<file path="src/rtl/rsm_pkg.sv">
package rsm_pkg;

	localparam int SAMPLE_W    = 16;
	localparam int RATE_W      = 19;
	localparam int WORD_W      = 32;
	localparam int CNT_W       = 32;
	localparam int MAX_RATIO   = 16;
	localparam int MAX_RESULTS = 32;

	localparam logic [RATE_W-1:0] DEF_SOURCE_RATE = RATE_W'(16000);
	localparam logic [RATE_W-1:0] RST_SINK_RATE   = RATE_W'(48000);

	localparam logic signed [SAMPLE_W-1:0] SMAX = 16'sh7fff;
	localparam logic signed [SAMPLE_W-1:0] SMIN = 16'sh8000;
	localparam logic [7:0] FLT_EXP_BASE = 8'd112;

	localparam int RATIO_W   = $clog2(MAX_RATIO + 1);
	localparam int FW        = CNT_W + RATIO_W;
	localparam int P_W       = CNT_W + RATE_W;
	localparam int FIRST_W   = P_W + 1;
	localparam int CAP_W     = CNT_W + RATE_W + 3;
	localparam int LERP_W    = SAMPLE_W + RATE_W + 3;
	localparam int DIV_W     = CAP_W;
	localparam int DVS_W     = RATE_W + 1;
	localparam int STEP_W    = $clog2(DIV_W + 1);
	localparam int NUM_W     = FW + RATE_W;
	localparam int MUL_A_W   = FW + 1;
	localparam int MUL_B_W   = RATE_W + 2;
	localparam int PROD_W    = MUL_A_W + MUL_B_W;
	localparam int RES_CNT_W = $clog2(MAX_RESULTS + 1);

	localparam int QDEPTH = 4;
	localparam int QPTR_W = $clog2(QDEPTH);
	localparam int QCNT_W = $clog2(QDEPTH + 1);

	localparam int REG_IDX_W = 3;
	localparam logic [REG_IDX_W-1:0] REG_SOURCE_RATE   = 3'd0;
	localparam logic [REG_IDX_W-1:0] REG_SINK_RATE     = 3'd1;
	localparam logic [REG_IDX_W-1:0] REG_SOURCE_STEREO = 3'd2;
	localparam logic [REG_IDX_W-1:0] REG_SINK_STEREO   = 3'd3;
	localparam logic [REG_IDX_W-1:0] REG_FLOAT_OUTPUT  = 3'd4;

	typedef struct packed {
		logic signed [SAMPLE_W-1:0] left;
		logic signed [SAMPLE_W-1:0] right;
		logic                       last;
		logic [RATE_W-1:0]          s;
		logic [RATE_W-1:0]          d;
	} item_t;

	typedef struct packed {
		logic sink_stereo;
		logic float_out;
	} mode_t;

endpackage

</file>
<file path="src/rtl/rsm_queue.sv">
module rsm_queue (
	input  logic           clk,
	input  logic           arst_n,
	input  logic           push,
	input  rsm_pkg::item_t wr_item,
	output logic           full,
	input  logic           pop,
	output rsm_pkg::item_t rd_item,
	output logic           empty
);

	rsm_pkg::item_t mem_q [rsm_pkg::QDEPTH];
	logic [rsm_pkg::QPTR_W-1:0] wr_ptr_q;
	logic [rsm_pkg::QPTR_W-1:0] rd_ptr_q;
	logic [rsm_pkg::QCNT_W-1:0] cnt_q;

	always_ff @(posedge clk or negedge arst_n) begin
		if (!arst_n) begin
			wr_ptr_q <= '0;
			rd_ptr_q <= '0;
			cnt_q    <= '0;
		end else begin
			if (push) wr_ptr_q <= wr_ptr_q + 1'b1;
			if (pop) rd_ptr_q <= rd_ptr_q + 1'b1;
			if (push && !pop) cnt_q <= cnt_q + 1'b1;
			else if (pop && !push) cnt_q <= cnt_q - 1'b1;
		end
	end

	always_ff @(posedge clk) begin
		if (push) mem_q[wr_ptr_q] <= wr_item;
	end

	assign rd_item = mem_q[rd_ptr_q];
	assign full    = (cnt_q == rsm_pkg::QCNT_W'(rsm_pkg::QDEPTH));
	assign empty   = (cnt_q == '0);

endmodule

</file>
<file path="config.mk">
export PLATFORM = sky130hd
export DESIGN_NAME = rsm_queue
export DESIGN_NICKNAME = d
export VERILOG_FILES = /design/src/rtl/rsm_pkg.sv /design/src/rtl/rsm_queue.sv
export SDC_FILE = /design/constraint.sdc
export NUM_CORES = 1
export LEC_CHECK = 0
export ABC_AREA = 1
export BUFFER_PORTS_ARGS = -buffer_cell sky130_fd_sc_hd__buf_2
export CORE_UTILIZATION = 50
export DETAILED_ROUTE_END_ITERATION = 6
export PLACE_DENSITY_LB_ADDON = 0.25
export SKIP_CTS_REPAIR_TIMING = 1
export SLEW_MARGIN = 20
export SYNTH_ARGS = -nofsm -noshare
export SYNTH_HDL_FRONTEND = slang
export SYNTH_SLANG_ARGS = --single-unit
export TNS_END_PERCENT = 10
</file>
<file path="constraint.sdc">
create_clock -name clk -period 4.4 [get_ports clk]
set_input_delay 0.22 -clock clk [delete_from_list [all_inputs] [get_ports clk]]
set_output_delay 0.22 -clock clk [all_outputs]
set_load 0.005 [all_outputs]
</file>
[Yosys cells after proc, flatten, opt, wreduce, memory -nomap -nowiden]
Memories as Yosys holds them, arrays and structs flattened.
Cells that the tools add are included.
Storage, ports and cells
  memories kept: 1
  word-level logic and storage cells: 19
  memory bits (writable): 284
  output and inout port bits: 73
  flip-flop bits (word level): 7
Memories
  mem_q: words 4, width 71, rd ports 1, clocked after Yosys merged registers in 0, write ports 1, line rsm_queue.sv:12  | rsm_pkg::item_t mem_q [rsm_pkg::QDEPTH];
Cells by class
  equality and inequality tests: 1
  reductions and logical operators: 6
  add/subtract/negate cells: 4
  multiplexer cells: 4
Operators with widths (count)
  3-bit two-way mux: 2
  2-bit by 1-bit adder with 2-bit output (second input constant): 2
  3-bit by 1-bit adder with 3-bit output (second input constant): 1
  3-bit equality test (second input constant): 1
  3-bit zero test: 1
  3-bit by 1-bit subtractor with 3-bit output (second input constant): 1
  1-bit logical AND: 2
  1-bit zero test: 2
  1-bit two-way mux: 2
  2-bit nonzero test: 1

[Logic depth before layout (Yosys ltp)]
  word-level depth: 4
  gate-level depth with buffers: 9
  mapped depth without buffers: 9

[Worst setup path before layout]
No wires, ideal clock.
  kind: reg-to-reg
  from: register wr_ptr_q[0] (netlist bit)
  to: memory mem_q[2][0] (netlist bit), enable pin
  arrival time: 2050 ps
  path slack: 1925 ps
  required time: 3975 ps
  stages on the path, launching flop included: 5
  path buffers: 0
  clock period less this slack: 2475 ps
  path through: dfrtp_1 inv_1 ha_1 nand2_1 inv_1
RTL lines
  start, declared: line rsm_queue.sv:13  | logic [rsm_pkg::QPTR_W-1:0] wr_ptr_q;
  start signal, assigned: line rsm_queue.sv:23  | if (push) wr_ptr_q <= wr_ptr_q + 1'b1;
  end, declared: line rsm_queue.sv:12
No word-level cell before the write port.

==> metrics.md <==
| Metric | Value |
|---|---|
| Cells after DPL | 1,312 |
| Clock Tree Buf Depth | 3 |
| Total GRT Usage | 17.36% |
| Least-Margin Pin Slew | 1083 ps |
| Vias | 6,922 |
| CTS sink cnt | 291 |
| HPWL after detailed placement | 12,550 µm |
| Worst r2r src | wr_ptr_q[1]$_DFFE_PN0P_ |
| Tcrit/Tclk final | 64.04% |
| CP delay by family, top | flip-flops |
| Final Hold Vio Count | 0 |
| Met3 GRT Util | 3.239% |
| WS Path Type | reg2out |
| Mapped Avg Cell Area | 14.04 µm² |
| Register area share after synthesis | 70.78% |
| Largest family of logic cells by synthesized area | compound AO/OA/AOI/OAI gates |
| Worst hold path type | in2async |
| Peak Freq | 354.9 MHz |
| Die Wd | 158.8 µm |
| Initial drt markers | 364 |
| Syn Nets | 957 |
| Multiplexer area fraction after synthesis | 0% |
| CP Max Fanout | 71 |
| M1 GR Usage | 23.01% |
| Post-Synth Adder-Cell Area | 0.6716% |
| Final-stage net count | 1,174 |
| Status | completed |
| DR WL/cell | 15.66 µm |
| Total I/O pin count | 148 |
| Largest net degree at the start of global routing | 72 |
| Worst-path clk slew | 60 ps |
| DR pass1 iterations | 4 |
| Vias in the first global route | 6,460 |
| Crit path DAT | 2600 ps |
| DRT antenna net count | 0 |
| Non-filler cells, final | 1,436 |
| Reg2Reg Setup Slack | 2010 ps |
| Vias/cell | 4.820 |
| Syn Std Cell Area | 12,300 µm² |
| DRC | 0 |
| Cell variety after synth | 22 |
| Max_cap viols | 0 |
| Total negative setup slack | 0 ps |
| Maximum vdd drop | 0.4195 mV |
| PortBufs | 147 |
| Gpl congestion | 0.7273 |
| Crit path launch | rd_ptr_q[0]$_DFFE_PN0P_ |
| Final setup viols | 0 |
| CP max-delay cell | dfrtp_4 |
| Final Skew | 8.628 ps |
| Cells after synthesis | 876 |
| Crit end category | primary output |
| Worst-path cell chain | buf_4, nand2_1, o211ai_1, nand2_1, buf_2 |
| WP buf/inv | 2 |
| RR Endpoint | mem_q[1][48]$_DFFE_PP_ |
| Ys Warns | 0 |
| Inserted Diodes | 0 |
| Overflow left after global routing | 0 |
| Rows | 57 |
| Simple-Gate Fraction of Synth Area | 7.744% |
| Core Area | 24,250 µm² |
| Min Tclk post-route | 2818 ps |
| RSZ-0062 raised after global routing | false |
| Fin. max-slew vios | 0 |
| GR Util met2 | 29.82% |
| Die Area | 25,220 µm² |
| Slew headroom | 27.82% |
| Synth Area in XOR/XNOR | 0.2849% |
| Crit start category | register |
| Initial antenna violation count | 0 |
| Setup crit end | rd_item[48] |
| Req. time, crit path | 4180 ps |
| Worst reg2reg path depth | 5 |
| CTS tree | done |
| GR peak layer | met2 |
| Worst path max stage delay | 1100 ps |
| First-pass GRT wire length | 34,580 µm |
| H-Tree Depth | 1 |
| Leakage | 5.932 nW |
| Count of state elements after synthesis | 291 |
| Initial Utilization | 50.71% |
| Worst path most repeated cell | nand2_1 |
| Inserted Clock Buffers | 29 |
| Pwr per Cell Area | 626.5 nW/µm² |
| Share of layout cells above drive strength 1 | 27.61% |
| Clk root buf | clkbuf_16 |
| Clock Latency Late Sink | 520 ps |
| Syn-to-layout area delta | 19.28% |
| Die height | 158.8 µm |
| Crit path depth | 5 |
| Wire length after detailed routing | 22,490 µm |
| Compound-Gate Fraction of Synth Area | 11.60% |
==> routing by layer <==
layer,wire length [µm],vias up
li1,-,3476
met1,9992,3277
met2,11250,142
met3,930,27
met4,314,0
met5,0,-
==> registers in the layout, indices dropped and copies added (netlist names) <==
name,cells
mem_q,284
cnt_q,3
rd_ptr_q,2
wr_ptr_q,2
==> worst min-delay path by stage <==
stage | startpoint | endpoint | slack [ps] | depth (start not counted)
after floorplan | arst_n | cnt_q[0]$_DFFE_PN0P_ | -80 | 0
after global placement | arst_n | cnt_q[0]$_DFFE_PN0P_ | 60 | 1
after detailed placement | arst_n | wr_ptr_q[0]$_DFFE_PN0P_ | 70 | 1
after CTS | arst_n | cnt_q[0]$_DFFE_PN0P_ | -490 | 1
after global routing | arst_n | wr_ptr_q[0]$_DFFE_PN0P_ | 80 | 2
final | arst_n | wr_ptr_q[1]$_DFFE_PN0P_ | 90 | 2
==> synthesized netlist by cell type <==
cell type    n  area [µm²]
buf_12      11       220.2
buf_2       18       90.09
buf_4        1       7.510
buf_6       16       180.2
buf_8        1       15.01
clkbuf_1     1       3.750
clkinv_2     1       5.000
dfrtp_1      7       175.2
edfxtp_1   284        8528
fa_1         1       20.02
ha_1         5       62.56
inv_1      153       574.3
nand2_1    193       724.4
nand2_2     33       206.5
nand3_1      1       5.000
nand4_1      1       6.260
nor3_1       2       10.01
o211ai_1    71       533.0
o211ai_2    71       888.4
o21ai_1      1       5.000
xnor2_1      1       8.760
xor2_1       3       26.28
==> through the flow <==
stage	hold WS (ps)	power (mW)	setup WS, ps	instance area (µm²)	util, %
after floorplan	-75.59	6.212	1925	12300	-
after global placement	62.77	6.920	1919	13060	53.84
after detailed placement	65.82	6.974	1886	13060	53.84
after CTS	-489.5	9.254	1498	13920	57.43
after global routing	81.70	9.748	1350	14670	60.49
final	85.16	9.188	1582	14670	60.49
==> area by class of cell <==
cell class	instances	area (µm²)
fillers	1911	9582
flip-flops and latches	291	8711
multi-input cells	383	2496
repair buffers	234	1599
clock buffers	38	759.5
inverters	154	585.6
well taps	324	405.4
clock inverters	12	110.1
==> cells by family (layout without fill, tap and decap cells) <==
logic type | count (synthesis) | after routing
xor gates and xnor gates | 4 | 4
buffers and inverters | 202 | 438
DFF | 291 | 291
adders and majority gates | 6 | 6
AOI/OAI and AO/OA | 143 | 143
and+or+nand+nor | 230 | 230
==> report_power, final <==
group / leakage, nW / switching, mW / internal, mW
clock network: 0.420 / 0.967 / 1.32
logic: 2.82 / 1.83 / 1.15
registers: 2.69 / 0.274 / 3.64
==> cells in the final DEF, fill, tap and decap left out <==
| cell | instances |
|---|---|
| nand2_1 | 193 |
| edfxtp_1 | 284 |
| dlygate4sd3_1 | 74 |
| xor2_1 | 3 |
| clkinvlp_4 | 1 |
| o211ai_1 | 71 |
| nand4_1 | 1 |
| inv_1 | 149 |
| buf_12 | 2 |
| clkinv_2 | 7 |
| clkbuf_16 | 29 |
| ha_1 | 5 |
| dfrtp_4 | 2 |
| clkinv_1 | 5 |
| buf_4 | 11 |
| o21ai_1 | 1 |
| dfrtp_1 | 5 |
| fa_1 | 1 |
| nor3_1 | 2 |
| nand3_1 | 1 |
| o211ai_2 | 71 |
| clkbuf_1 | 9 |
| clkinv_4 | 1 |
| bufinv_16 | 2 |
| buf_2 | 147 |
| inv_4 | 1 |
| nand2_2 | 33 |
| xnor2_1 | 1 |
(Power assumes the default switching activity.)
