--- src/rtl/rsm_pkg.sv ---
package rsm_pkg;

	localparam int SAMPLE_W    = 16;
	localparam int RATE_W      = 19;
	localparam int WORD_W      = 32;
	localparam int CNT_W       = 32;
	localparam int MAX_RATIO   = 16;
	localparam int MAX_RESULTS = 32;

	localparam logic [RATE_W-1:0] DEF_SOURCE_RATE = RATE_W'(16000);
	localparam logic [RATE_W-1:0] RST_SINK_RATE   = RATE_W'(48000);

	localparam logic signed [SAMPLE_W-1:0] SMAX = 16'sh7fff;
	localparam logic signed [SAMPLE_W-1:0] SMIN = 16'sh8000;
	localparam logic [7:0] FLT_EXP_BASE = 8'd112;

	localparam int RATIO_W   = $clog2(MAX_RATIO + 1);
	localparam int FW        = CNT_W + RATIO_W;
	localparam int P_W       = CNT_W + RATE_W;
	localparam int FIRST_W   = P_W + 1;
	localparam int CAP_W     = CNT_W + RATE_W + 3;
	localparam int LERP_W    = SAMPLE_W + RATE_W + 3;
	localparam int DIV_W     = CAP_W;
	localparam int DVS_W     = RATE_W + 1;
	localparam int STEP_W    = $clog2(DIV_W + 1);
	localparam int NUM_W     = FW + RATE_W;
	localparam int MUL_A_W   = FW + 1;
	localparam int MUL_B_W   = RATE_W + 2;
	localparam int PROD_W    = MUL_A_W + MUL_B_W;
	localparam int RES_CNT_W = $clog2(MAX_RESULTS + 1);

	localparam int QDEPTH = 4;
	localparam int QPTR_W = $clog2(QDEPTH);
	localparam int QCNT_W = $clog2(QDEPTH + 1);

	localparam int REG_IDX_W = 3;
	localparam logic [REG_IDX_W-1:0] REG_SOURCE_RATE   = 3'd0;
	localparam logic [REG_IDX_W-1:0] REG_SINK_RATE     = 3'd1;
	localparam logic [REG_IDX_W-1:0] REG_SOURCE_STEREO = 3'd2;
	localparam logic [REG_IDX_W-1:0] REG_SINK_STEREO   = 3'd3;
	localparam logic [REG_IDX_W-1:0] REG_FLOAT_OUTPUT  = 3'd4;

	typedef struct packed {
		logic signed [SAMPLE_W-1:0] left;
		logic signed [SAMPLE_W-1:0] right;
		logic                       last;
		logic [RATE_W-1:0]          s;
		logic [RATE_W-1:0]          d;
	} item_t;

	typedef struct packed {
		logic sink_stereo;
		logic float_out;
	} mode_t;

endpackage

--- src/rtl/rsm_if.sv ---
interface rsm_in_if;
	logic                                valid;
	logic                                ready;
	logic signed [rsm_pkg::SAMPLE_W-1:0] left_sample;
	logic signed [rsm_pkg::SAMPLE_W-1:0] right_sample;
	logic                                block_end;

	modport source(output valid, left_sample, right_sample, block_end, input ready);
	modport sink(input valid, left_sample, right_sample, block_end, output ready);
endinterface


--- src/rtl/rsm_front.sv ---
module rsm_front (
	input  logic                            clk,
	input  logic                            arst_n,
	input  logic                            cfg_we,
	input  logic [rsm_pkg::REG_IDX_W-1:0]   cfg_index,
	input  logic [rsm_pkg::RATE_W-1:0]      cfg_data,
	rsm_in_if.sink                          src,
	input  logic                            full,
	output logic                            push,
	output rsm_pkg::item_t                  item,
	output rsm_pkg::mode_t                  mode
);

	logic [rsm_pkg::RATE_W-1:0] src_rate_q;
	logic [rsm_pkg::RATE_W-1:0] snk_rate_q;
	logic src_st_q;
	logic snk_st_q;
	logic flt_q;

	logic [rsm_pkg::RATE_W-1:0]                  s_eff;
	logic [rsm_pkg::RATE_W+rsm_pkg::RATIO_W-1:0] lim;

	always_ff @(posedge clk or negedge arst_n) begin
		if (!arst_n) begin
			src_rate_q <= rsm_pkg::DEF_SOURCE_RATE;
			snk_rate_q <= rsm_pkg::RST_SINK_RATE;
			src_st_q   <= 1'b1;
			snk_st_q   <= 1'b1;
			flt_q      <= 1'b0;
		end else if (cfg_we) begin
			unique case (cfg_index)
				rsm_pkg::REG_SOURCE_RATE:   src_rate_q <= cfg_data;
				rsm_pkg::REG_SINK_RATE:     snk_rate_q <= cfg_data;
				rsm_pkg::REG_SOURCE_STEREO: src_st_q   <= cfg_data[0];
				rsm_pkg::REG_SINK_STEREO:   snk_st_q   <= cfg_data[0];
				rsm_pkg::REG_FLOAT_OUTPUT:  flt_q      <= cfg_data[0];
				default: ;
			endcase
		end
	end

	always_comb begin
		s_eff = (src_rate_q == '0) ? rsm_pkg::DEF_SOURCE_RATE : src_rate_q;
		lim = (rsm_pkg::RATE_W+rsm_pkg::RATIO_W)'(s_eff)
			* (rsm_pkg::RATE_W+rsm_pkg::RATIO_W)'(rsm_pkg::MAX_RATIO);
		item.left  = src.left_sample;
		item.right = src_st_q ? src.right_sample : src.left_sample;
		item.last  = src.block_end;
		item.s     = s_eff;
		if ((rsm_pkg::RATE_W+rsm_pkg::RATIO_W)'(snk_rate_q) > lim) begin
			item.d = lim[rsm_pkg::RATE_W-1:0];
		end else begin
			item.d = snk_rate_q;
		end
	end

	assign src.ready = !full;
	assign push      = src.valid && !full;
	assign mode      = '{sink_stereo: snk_st_q, float_out: flt_q};

endmodule

--- src/flat_wrapper.sv ---
// flat-port wrapper written by rule: the top's interface ports become plain ports
module rsm_front_flat 
  (clk, arst_n, cfg_we, cfg_index, cfg_data, full, push, item, mode, src_valid, src_left_sample, src_right_sample, src_block_end, src_ready);
  rsm_in_if src_i ();
  input  logic clk;
  input  logic arst_n;
  input  logic cfg_we;
  input  logic [rsm_pkg::REG_IDX_W-1:0] cfg_index;
  input  logic [rsm_pkg::RATE_W-1:0] cfg_data;
  input  logic full;
  output logic push;
  output rsm_pkg::item_t item;
  output rsm_pkg::mode_t mode;
  input wire logic [$bits(src_i.valid)-1:0] src_valid;
  input wire logic [$bits(src_i.left_sample)-1:0] src_left_sample;
  input wire logic [$bits(src_i.right_sample)-1:0] src_right_sample;
  input wire logic [$bits(src_i.block_end)-1:0] src_block_end;
  output wire logic [$bits(src_i.ready)-1:0] src_ready;
  assign src_i.valid = src_valid;
  assign src_i.left_sample = src_left_sample;
  assign src_i.right_sample = src_right_sample;
  assign src_i.block_end = src_block_end;
  assign src_ready = src_i.ready;
  rsm_front u_core (.clk(clk), .arst_n(arst_n), .cfg_we(cfg_we), .cfg_index(cfg_index), .cfg_data(cfg_data), .src(src_i), .full(full), .push(push), .item(item), .mode(mode));
endmodule
--- config.mk ---
export PLATFORM = sky130hd
export DESIGN_NAME = rsm_front_flat
export DESIGN_NICKNAME = d
export VERILOG_FILES = /design/src/rtl/rsm_pkg.sv /design/src/rtl/rsm_if.sv /design/src/rtl/rsm_front.sv /design/src/flat_wrapper.sv
export SDC_FILE = /design/constraint.sdc
export NUM_CORES = 1
export LEC_CHECK = 0
export BUFFER_PORTS_ARGS = -buffer_cell sky130_fd_sc_hd__buf_4
export CAP_MARGIN = 30
export CELL_PAD_IN_SITES_DETAIL_PLACEMENT = 1
export CELL_PAD_IN_SITES_GLOBAL_PLACEMENT = 2
export CORE_AREA = 2 2 109 111
export DETAILED_ROUTE_END_ITERATION = 10
export DIE_AREA = 0 0 111 113
export MAX_ROUTING_LAYER = met4
export PLACE_DENSITY_LB_ADDON = 0.1
export SLEW_MARGIN = 20
export SYNTH_ARGS = -nofsm -noshare
export SYNTH_HDL_FRONTEND = slang
export SYNTH_SLANG_ARGS = --single-unit
--- constraint.sdc ---
create_clock -name clk -period 3.15 [get_ports clk]
set_clock_uncertainty 0.2 [all_clocks]
set_input_delay 0.1575 -clock clk [delete_from_list [all_inputs] [get_ports clk]]
set_output_delay 0.1575 -clock clk [all_outputs]
set_load 0.05 [all_outputs]
Word level (Yosys, flattened, before mapping)
Cells that the tools add are included.
{ "classes": {"n_mux": 3, "magnitude_cmp": 1, "eq_ne": 4, "n_reduce_logical": 9} }
{ "ops": {"columns": ["op", "count"], "rows": [
  ["$mux W19", 2],
  ["$gt A19 B23 Y1", 1],
  ["$logic_not A19 Y1", 1],
  ["$mux W16", 1],
  ["$reduce_and A2 Y1", 5],
  ["$eq A3 B2 Y1 const B", 2],
  ["$eq A3 B1 Y1 const B", 1],
  ["$eq A3 B3 Y1 const B", 1],
  ["$logic_not A3 Y1", 1],
  ["$logic_and A1 B1 Y1", 1],
  ["$logic_not A1 Y1", 1]
]} }
{ "totals": {"input_bits": 60, "reg_bits": 41, "output_inout_bits": 75, "word_cells": 22} }

Depth between registers and ports, before layout
{ "depth": {"word_depth": 4, "depth_mapped": 12, "ltp_nobuf": 11} }

Least setup slack after synthesis
OpenSTA, ideal clock, no wires.
{ "synth_path": {"kind": "register to output", "start": "register u_core.src_rate_q[13] in the netlist's numbering", "end": "output port item[0] in the netlist's numbering", "path_stages_with_launch": 13, "t_required_ns": 2.792, "setup_slack_ns": -0.827, "arrival_ns": 3.619, "path_buffers": 1, "path_cell_list": "dfstp_2 or4_1 nor4_1 and4_1 or2_2 inv_1 ha_1 nand4_2 or3_1 o21ai_2 a21oi_4 buf_8 nor2b_1"} }
{ "synth_rtl": {"columns": ["item", "line_no", "rtl"], "rows": [
  ["start, declared", "rsm_front.sv:14", "logic [rsm_pkg::RATE_W-1:0] src_rate_q;"],
  ["start signal, assigned", "rsm_front.sv:25", "src_rate_q <= rsm_pkg::DEF_SOURCE_RATE;"],
  ["start signal, assigned", "rsm_front.sv:32", "rsm_pkg::REG_SOURCE_RATE: src_rate_q <= cfg_data;"],
  ["end, declared", "flat_wrapper.sv:12", "output rsm_pkg::item_t item;"]
]} }

==> summary.md <==
| Metric | Value |
|---|---|
| Outcome | `complete, but fails checks` |
| Failing checks | `negative setup slack` |
| Share of the clock period used by the worst path | `1.20` |
| CP max-delay cell | `or4_4` |
| Setup TNS | `-11.54 ns` |
| WHS Endpoint | `u_core.flt_q` |
| Setup WS post-layout | `-0.636 ns` |
| Clock Pin Slew Worst Setup and Hold Paths | `0.06 ns` |
| GRT Overall Usage | `0.143` |
| Fill count | `1267` |
| First-pass DRT Iterations | `4` |
| Top Layer Used | `met4` |
| Nets@finish | `470` |
| CTS max path bufs | `2` |
| Leak | `2.07 nW` |
| Layout cell share with drive strength beyond 1 | `0.677` |
| Routed length on met1 | `3630 µm` |
| Cts bufs inserted | `5` |
| Nature of the critical path endpoint | `output pin` |
| GRT overflow | `0` |
| Post-Syn Area per Cell | `11.0 µm²` |
| DR iter-0 viols | `42` |
| Initial Utilization | `0.238` |
| RSZ-0062 raised after global routing | `yes` |
| Pwr/cell area | `699 nW/µm²` |
| Crit path largest cell delay | `0.54 ns` |
| Die area | `12500 µm²` |
| Drc violations | `0` |
| Final setup viols | `19` |
| Yosys reg bits | `41` |
| MaxCap Viol Count | `0` |
| Clock Root Buffer | `clkbuf_16` |
| Routed WL | `8630 µm` |
| Register area share after synthesis | `0.390` |
| Cell variety after synth | `34` |
| Critical-path maximum fanout | `11` |
| R2r endpoint | `u_core.src_st_q` |
| Io pins | `135` |
| Final min period | `3.79 ns` |
| Mapped Cells | `243` |
| First-pass GRT wire length | `13900 µm` |
| HP Start | `cfg_index[2]` |
| HP Class | `in2reg` |
| Routability Congestion | `0.772` |
| Core ar. | `11300 µm²` |
| Critical Path AT | `3.43 ns` |
| Met2 routed WL | `4310 µm` |
| Hold Path Cell Cnt | `3` |
| Initial antenna violation count | `0` |
| CTS tree | `done` |
| Critical Setup Path Class | `reg2out` |
| Inserted Diodes | `0` |
| WP data required | `2.79 ns` |
| Area growth, synth to finish | `65.4%` |
| DR vias | `2361` |
| Detailed-route wire length per cell | `16.0 µm` |
| Antenna Nets Post-Route | `0` |
| Buf+Inv Stages, Crit Path | `3` |
| Number of port buffers | `132` |
| Tightest Pin Transition | `0.563 ns` |
| Die Ht | `113 µm` |
| R2r startpoint | `u_core.src_st_q` |
| Worst vdd ir | `0.283 mV` |
| Fin. Hold Viols | `0` |
| Sink Count | `41` |
| DR vias/cell | `4.38` |
| Max_slew headroom | `0.625` |
| Vias in the first global route | `2595` |
| Design Power | `0.00310 W` |
| Hold WS | `0.0356 ns` |
| FMAX | `0.264 GHz` |
| Num rows | `39` |
| Largest net degree at the start of global routing | `42` |
| H-tree levels | `2` |
| Hpwl dp | `6730 µm` |
| CP Cell Sequence | `or4_4 -> nor4_4 -> and4_4 -> or2_4 -> inv_2 -> ha_4 -> nand4_4 -> a2111oi_4 -> o31ai_2 -> a21oi_4 -> buf_12 -> mux2_2 -> buf_6` |
| Worst reg2reg setup slack | `1.90 ns` |
| WP depth | `13` |
| Startpoint Class | `flop` |
| CP delay by family, top | `simple AND/OR/NAND/NOR gates` |
| Syn Nets | `318` |
| Cell Area, Synth | `2680 µm²` |
| Worst skew pair latency | `0.28 ns` |
| Synth Warn # | `0` |
| Die X | `111 µm` |
| DR WL met3 | `638 µm` |
| R2R cell count | `1` |
| Fin. max-slew vios | `0` |
==> cell usage after synthesis <==
| master | count | area, µm² |
|---|---|---|
| nand2_1 | 12 | 45.0 |
| a31oi_1 | 1 | 6.26 |
| nand4_2 | 1 | 12.5 |
| a21oi_4 | 1 | 16.3 |
| or2_2 | 2 | 12.5 |
| clkbuf_1 | 18 | 67.6 |
| buf_2 | 1 | 5.00 |
| mux2_2 | 57 | 642 |
| buf_4 | 19 | 143 |
| nand3_1 | 2 | 10.0 |
| or4_1 | 1 | 7.51 |
| and4_1 | 3 | 26.3 |
| buf_1 | 1 | 3.75 |
| nand4_1 | 1 | 6.26 |
| nor4_1 | 4 | 25.0 |
| o31ai_2 | 1 | 12.5 |
| a21oi_1 | 5 | 25.0 |
| dfstp_2 | 15 | 394 |
| mux2_4 | 6 | 90.1 |
| nand3b_1 | 2 | 15.0 |
| o21ai_0 | 12 | 60.1 |
| nor4bb_1 | 1 | 10.0 |
| a211oi_1 | 1 | 7.51 |
| and2_1 | 1 | 6.26 |
| or3_1 | 1 | 6.26 |
| and3b_1 | 1 | 8.76 |
| a2111oi_4 | 1 | 27.5 |
| ha_1 | 15 | 188 |
| dfrtp_1 | 26 | 651 |
| buf_8 | 1 | 15.0 |
| o21ai_2 | 1 | 8.76 |
| nor2_1 | 7 | 26.3 |
| inv_1 | 16 | 60.1 |
| nor2b_1 | 6 | 37.5 |
==> per-stage QoR <==
stage                     utilization  std cells  cell area (µm²)  setup slack, ns
after global routing            0.393        539             4430           -0.784
after detailed placement        0.348        510             3920           -0.503
after floorplan                     -        243             2740           -0.371
after CTS                       0.388        538             4380           -0.664
final                           0.393        539             4430           -0.636
after global placement          0.348        510             3920           -0.323
==> state kept, by name, summed over array words and instances (netlist names) <==
| name | count |
|---|---|
| u_core.snk_st_q | 1 |
| u_core.flt_q | 1 |
| u_core.snk_rate_q | 19 |
| u_core.src_st_q | 1 |
| u_core.src_rate_q | 19 |
==> report_power, final <==
| part | switching, W | internal (W) |
|---|---|---|
| registers | 0.000112 | 0.000674 |
| clock network | 0.000215 | 0.000292 |
| logic | 0.00104 | 0.000763 |
| total | 0.00137 | 0.00173 |
==> cell families (layout without fill, tap and decap cells) <==
group | after synthesis | in the layout | share of synthesized area
fa+ha+maj | 15 | 15 | 0.0701
flops | 41 | 41 | 0.390
buf+inv | 56 | 209 | 0.110
compound gates | 23 | 23 | 0.0612
mux | 63 | 63 | 0.273
simple gates | 45 | 45 | 0.0953
==> worst max-delay path by stage <==
stage | from | endpoint | slack (ns)
final | u_core.src_rate_q[13] | item[8] | -0.64
after global routing | u_core.src_rate_q[13] | item[8] | -0.78
after CTS | u_core.src_rate_q[13] | item[10] | -0.66
after detailed placement | u_core.src_rate_q[13] | item[10] | -0.50
after global placement | u_core.src_rate_q[12] | item[9] | -0.32
after floorplan | u_core.src_rate_q[13] | item[12] | -0.37
==> repair_timing <==
action | in CTS | in global routing
hold buffers | 20 | 0
endpoints found under the setup margin | 19 | 19
pin swaps | 1 | 3
buffers inserted | 0 | 1
resized for setup | 30 | 13
hold endpoints to repair | 67 | 0
==> area by class of cell <==
type,instances,area (µm²),area share
Sequential cell,41,1040,0.236
Timing Repair Buffer,185,1560,0.351
Multi-Input combinational cell,146,1450,0.327
Clock inverter,2,10.0,0.00226
Tap cell,143,179,0.0404
Inverter,16,60.1,0.0136
Clock buffer,6,129,0.0291
==> cells in the final DEF (no fill, tap or decap), types with 5 or more instances in the layout <==
cell / synthesis / routed
ha_1: 15 / 14
dfstp_2: 15 / 15
mux2_2: 57 / 52
mux2_4: 6 / 11
a21oi_1: 5 / 5
buf_8: 1 / 7
buf_6: 0 / 14
clkbuf_16: 0 / 5
nor2_1: 7 / 7
inv_1: 16 / 15
nand2_1: 12 / 12
dlygate4sd3_1: 0 / 20
buf_4: 19 / 143
o21ai_0: 12 / 10
dfrtp_1: 26 / 26
==> tightest hold or removal path, delay by kind of cell <==
family                 cells  cell delay, ns
multiplexers               1            0.15
AND/OR/NAND/NOR            1            0.07
buffers and inverters      1            0.12
==> per-layer routing <==
metal / global-route usage / vias to the layer above
li1: - / 1122
met2: 0.252 / 102
met4: 0.0250 / 0
met3: 0.0343 / 6
met1: 0.168 / 1131
met5: - / -
No activity file was read; power rests on OpenSTA's default activity.
